[config.mk]
export PLATFORM = sky130hd
export DESIGN_NAME = salc_ram
export DESIGN_NICKNAME = d
export VERILOG_FILES = /design/src/rtl/core/salc_ram.sv
export SDC_FILE = /design/constraint.sdc
export NUM_CORES = 1
export LEC_CHECK = 0
export BUFFER_PORTS_ARGS = -buffer_cell sky130_fd_sc_hd__buf_2
export CORE_AREA = 3 3 127 129
export CTS_CLUSTER_SIZE = 40
export DETAILED_ROUTE_END_ITERATION = 8
export DIE_AREA = 0 0 130 132
export SETUP_SLACK_MARGIN = 0.3
export SLEW_MARGIN = 20
export SYNTH_ARGS = -nofsm -noshare
export SYNTH_HDL_FRONTEND = slang
export SYNTH_SLANG_ARGS = --single-unit
[constraint.sdc]
create_clock -name clk -period 4.2 [get_ports clk]
set_clock_uncertainty 0.15 [all_clocks]
set_input_delay 0.21 -clock clk [delete_from_list [all_inputs] [get_ports clk]]
set_output_delay 0.21 -clock clk [all_outputs]
set_load 0.005 [all_outputs]
[src/rtl/core/salc_ram.sv]
// ----------------------------------------------------------------------------
// salc_ram
// Generic single-write, single-read synchronous RAM with registered read data.
// ----------------------------------------------------------------------------
`timescale 1ns / 1ps

module salc_ram
#(
    parameter int WIDTH = 8,
    parameter int DEPTH = 16
)
(
    input  logic                                   clk,
    input  logic                                   we,
    input  logic [(DEPTH > 1 ? $clog2(DEPTH) : 1)-1:0] waddr,
    input  logic [WIDTH-1:0]                       wdata,
    input  logic                                   re,
    input  logic [(DEPTH > 1 ? $clog2(DEPTH) : 1)-1:0] raddr,
    output logic [WIDTH-1:0]                       rdata
);

    logic [WIDTH-1:0] mem [DEPTH];

    always_ff @(posedge clk)
    begin
        if (we)
        begin
            mem[waddr] <= wdata;
        end
        if (re)
        begin
            rdata <= mem[raddr];
        end
    end

endmodule

==> results of run 1 <==
## metrics by stage
stage	power (uW)	cell area (um2)	hold slack, ns	util [%]
after floorplan	1640	5230	0.159	-
after global placement	1700	5540	0.441	36.6
after detailed placement	1700	5540	0.454	36.6
after CTS	3320	6190	0.0179	40.9
after global routing	3390	6190	0.0352	40.9
final	3290	6190	0.0337	40.9
## flip-flops by register name (all words and copies together), names as in the netlist
| register | count |
|---|---|
| mem | 128 |
| rdata | 8 |
## kinds of logic after synthesis
kind of cell,Yosys count
flops,136
simple gates,35
mux,32
compound gates,16
buf+inv,10
## routing by layer
metal	vias up	share of wire [%]	GRT usage, %
met5	-	0	0
met4	0	0.60	4.45
met3	9	5.1	2.96
met2	74	47	19.1
met1	1280	47	20.1
li1	1058	-	-
## cell usage after synthesis (all sizes together)
cell type and count:
or3b 1, mux4 32, nor2b 1, and2b 1, edfxtp 136, nand3b 2, nand3 1, and2 1
a22oi 16, nor3 4, buf 7, nand2b 2, clkdlybuf4s25 3, nor2 13, nand2 9
## area by class of cell
type | instances | area, um2
timing repair buffer | 29 | 155
clock buffer | 18 | 429
tap | 188 | 235
fill | 1296 | 8950
sequential | 136 | 4080
clock inverter | 14 | 218
multi-input combinational | 83 | 1070
## worst max-delay path, cell delays in order
cell	delay (ns)
buf_2	0.12
or3b_2	0.52
nor2_1	0.78
## power groups by stage
stage                     sequential, uW  combinational [uW]  clock, uW
final                               1540                 132       1620
after global routing                1540                 146       1700
after CTS                           1540                 135       1640
after detailed placement            1570                 134          0
after global placement              1570                 131          0
after floorplan                     1560                77.2          0
## worst max-delay path by stage
stage / startpoint / end / slack [ns] / cells past startpoint
2_1_floorplan: waddr[2] / mem[0][0] / 2.35 / 2
3_3_place_gp: raddr[0] / rdata[4] / 1.64 / 4
3_5_place_dp: raddr[0] / rdata[4] / 1.66 / 4
4_1_cts: raddr[0] / rdata[4] / 2.09 / 4
5_1_grt: raddr[0] / rdata[4] / 2.34 / 4
6_report: waddr[2] / mem[1][6] / 2.44 / 3
==> metrics.txt, run 1 <==
outcome=completed; grt total ovfl=0; post-detailed-route count of antenna-violating nets=0; vias in the first global route=2564; Longest Clk Path Bufs=2; commonest non-fill, non-tap cells in the layout=edfxtp_1 (136), buf_2 (25), mux4_2 (18); Place WS=1.66 ns; HP Class=in2reg; initial core utilization=34.5%; clock power share=49.3%; Iter 0 DRT Violations=293; CP arrival=1.63 ns; post-synth top area share=78.1%; die area=17200 um2; clock sinks=136; I/O pin cnt=27; PwrDens=532 nW/um2; Layout area overhead=18.5%; CP Data Required Time=4.07 ns; dpl cells=436; layout cell share with drive strength beyond 1=29.3%; fin cells=468; detailed-route wire length per cell=22.8 um; die width=130 um; Synth Area in XOR/XNOR=0%; hold_sp=wdata[2]; mux cell area share after synthesis=14.8%; sequential-to-total area share from yosys stat=78.1%; initial antenna violation count=0; Switching Share=19.7%; Root Buffer Master=clkbuf_16; Final Critical Period=1.76 ns; Comb power frac=4.0%; R2R depth=3; # H-tree levels=4; post-synthesis net count=248; setup ws final=2.44 ns; postcts setup bufs=0; Ys Warns=0; leak pwr=0.00204 uW; port bufs=26; NetSw=650 uW; final antenna diode count=0; synth unique cells=18; commonest non-fill, non-tap cell in the layout=edfxtp_1; worst slew pin tran=1.07 ns; Post-Syn Instances=229; Clock Pin Slew Worst Setup and Hold Paths=0.06 ns; CTS Hold Bufs=0; CP Capture Type=flop; largest net degree at the start of global routing=33; fin crit share=41.8%; Reg power frac=46.7%; Vias/cell=5.17; clk_lat worst skew=0.40 ns; area share of fa/ha/maj cells after synthesis=0%; hold depth=1; Slew Limit Fails=0; Pint=2640 uW; reg-to-reg startpoint=mem[9][4]; DR vias=2421; RSZ-0062 raised after global routing=false; Global Route Usage Sum=13.3%; CP Class=in2reg; DP HPWL=6300 um; Worst slew margin=28.6%; fraction of the mapped netlist area in compound gates=2.30%; Fmax=0.570 GHz; DR pass1 iterations=4; hold endpoint=mem[1][2]; Resized Gates After CTS=0; largest cells by area after synthesis=edfxtp_1 (78%), mux4_2 (7.8%), mux4_1 (7.0%), a22oi_1 (2.3%), nor2_1 (0.93%); Final nets=286; setup_tns=0 ns; R2R Setup Slk=2.57 ns; first-pass GRT wire length=16200 um; area leader, netlist=edfxtp_1; CTS tree=built; Mean Syn Cell Area=22.8 um2; final hold violation count=0; # setup viols final=0; synthesized flop and latch total=136; RR Endpoint=rdata[4]; post-synthesis simple-gate area fraction=3.14%; Startpoint Class=input pin; mapped cell area=5230 um2; Post-Route WL=10700 um; drt drc=0; number of CTS-inserted buffers=17; core footprint=15100 um2; peak supply drop=0.308 mV; largest family of logic cells by synthesized area=multiplexers; max-capacitance violation count=0; critical path fanouts, max=8; gpl congestion=0.699; height of the die=132 um; Rows=45
No activity file was read; power rests on OpenSTA's default activity.
==> inputs of run 2 (changes only) <==
- clock period: 4.2 -> 1.4 ns (I/O delays scaled with it)
==> metrics.txt, run 2 (same netlist as run 1, synthesis figures left out) <==
outcome=finished with violations; failing checks=setup timing; worst slew pin tran=0.883 ns; layout cell share with drive strength beyond 1=44.4%; fin crit share=109%; drt drc=0; max-capacitance violation count=0; critical path fanouts, max=1; Final nets=317; vias in the first global route=2631; peak supply drop=0.823 mV; Layout area overhead=27.3%; clock power share=45.4%; CTS tree=built; # setup viols final=8; Place WS=-0.371 ns; clock sinks=136; CP Class=reg2reg; fillers=1272; GR Layer Usage met3=3.44%; clk_lat worst skew=0.41 ns; DR pass1 iterations=4; M2 GR Usage=18.7%; grt peak-use layer=met2; Longest Clk Path Bufs=2; DR vias=2434; CP arrival=1.54 ns; biggest regs=mem (128), rdata (8); NetSw=1960 uW; core footprint=15100 um2; number of CTS-inserted buffers=17; Largest Register=mem; I/O pin cnt=27; commonest non-fill, non-tap cells in the layout=edfxtp_1 (136), mux4_2 (32), buf_2 (26); met1 Use GR=17.7%; Iter 0 DRT Violations=248; Final Critical Period=1.53 ns; Comb power frac=5.6%; initial antenna violation count=0; detailed-route wire length per cell=19.9 um; post-detailed-route count of antenna-violating nets=0; first-pass GRT wire length=15500 um; Post-Route WL=9930 um; Worst slew margin=41.0%; HP Class=in2reg; height of the die=132 um; die width=130 um; PwrDens=1420 nW/um2; Clock Pin Slew Worst Setup and Hold Paths=0.06 ns; Root Buffer Master=clkbuf_16; leak pwr=0.00215 uW; Slew Limit Fails=0; # H-tree levels=4; Vias/cell=4.88; final antenna diode count=0; grt total ovfl=0; largest net degree at the start of global routing=17; port bufs=26; Reg power frac=49.0%; commonest non-fill, non-tap cell in the layout=edfxtp_1; initial core utilization=34.5%; CP Data Required Time=1.41 ns; RSZ-0062 raised after global routing=true; die area=17200 um2; Switching Share=20.8%; Global Route Usage Sum=12.6%; final hold violation count=0; Tot Pwr=9420 uW; setup ws final=-0.132 ns; Rows=45; flip-flop count of the largest register after layout=128; Pint=7460 uW; CP Capture Type=flop; Startpoint Class=flop; Fmax=0.653 GHz; gpl congestion=0.714
run 2: power groups by stage:
stage                     sequential, uW  combinational [uW]  clock [uW]
after floorplan                     4690                 275           0
after global placement              4700                 502           0
after detailed placement            4700                 508           0
after CTS                           4620                 535        4360
after global routing                4620                 582        4540
final                               4610                 530        4270
run 2: area by class of cell:
class                           count  area, um2  area share [%]
Multi-Input combinational cell     83       1170            17.6
Timing Repair Buffer               60        583            8.76
Sequential cell                   136       4080            61.4
Tap cell                          188        235            3.53
Clock inverter                     15        154            2.31
Clock buffer                       17        425            6.39
run 2: worst max-delay path, stage by stage, from the launching register on:
cell,delay (ns)
edfxtp_1,0.37
mux4_2,0.48
a22oi_2,0.22
nand2_1,0.07
run 2: repair_timing:
action | in CTS | in global routing
setup endpoints to repair | 16 | 16
hold buffers | 9 | 0
pin swaps | 1 | 3
resized for setup | 3 | 6
setup buffers | 0 | 0
endpoints found under the hold margin | 136 | 0
run 2: final timing paths:
kind              startpoint         to  slack (ns)  cells past startpoint
hold reg to reg    mem[6][7]   rdata[7]        0.61                      3
setup / recovery   mem[8][7]   rdata[7]       -0.13                      3
hold / removal      waddr[3]  mem[0][4]        0.11                      4
setup reg to reg   mem[8][7]   rdata[7]       -0.13                      3
run 2: stage by stage:
stage               std cells  hold WS, ns  area (um2)  TNS, ns  util [%]
global placement          458        0.302        5940    -3.57      39.2
finish                    499        0.107        6660   -0.839      43.9
CTS                       499       0.0865        6630    -1.22      43.7
detailed placement        458        0.309        5940    -4.14      39.2
global route              499       0.0940        6660    -1.31      43.9
floorplan                 229       0.0189        5330   -0.169         -
run 2: layer usage:
| metal | routed length [um] | share of wire [%] | vias up |
|---|---|---|---|
| met5 | 0 | 0 | - |
| met1 | 4490 | 45 | 1260 |
| met4 | 66 | 0.66 | 0 |
| li1 | - | - | 1105 |
| met2 | 4930 | 50 | 63 |
| met3 | 444 | 4.5 | 6 |
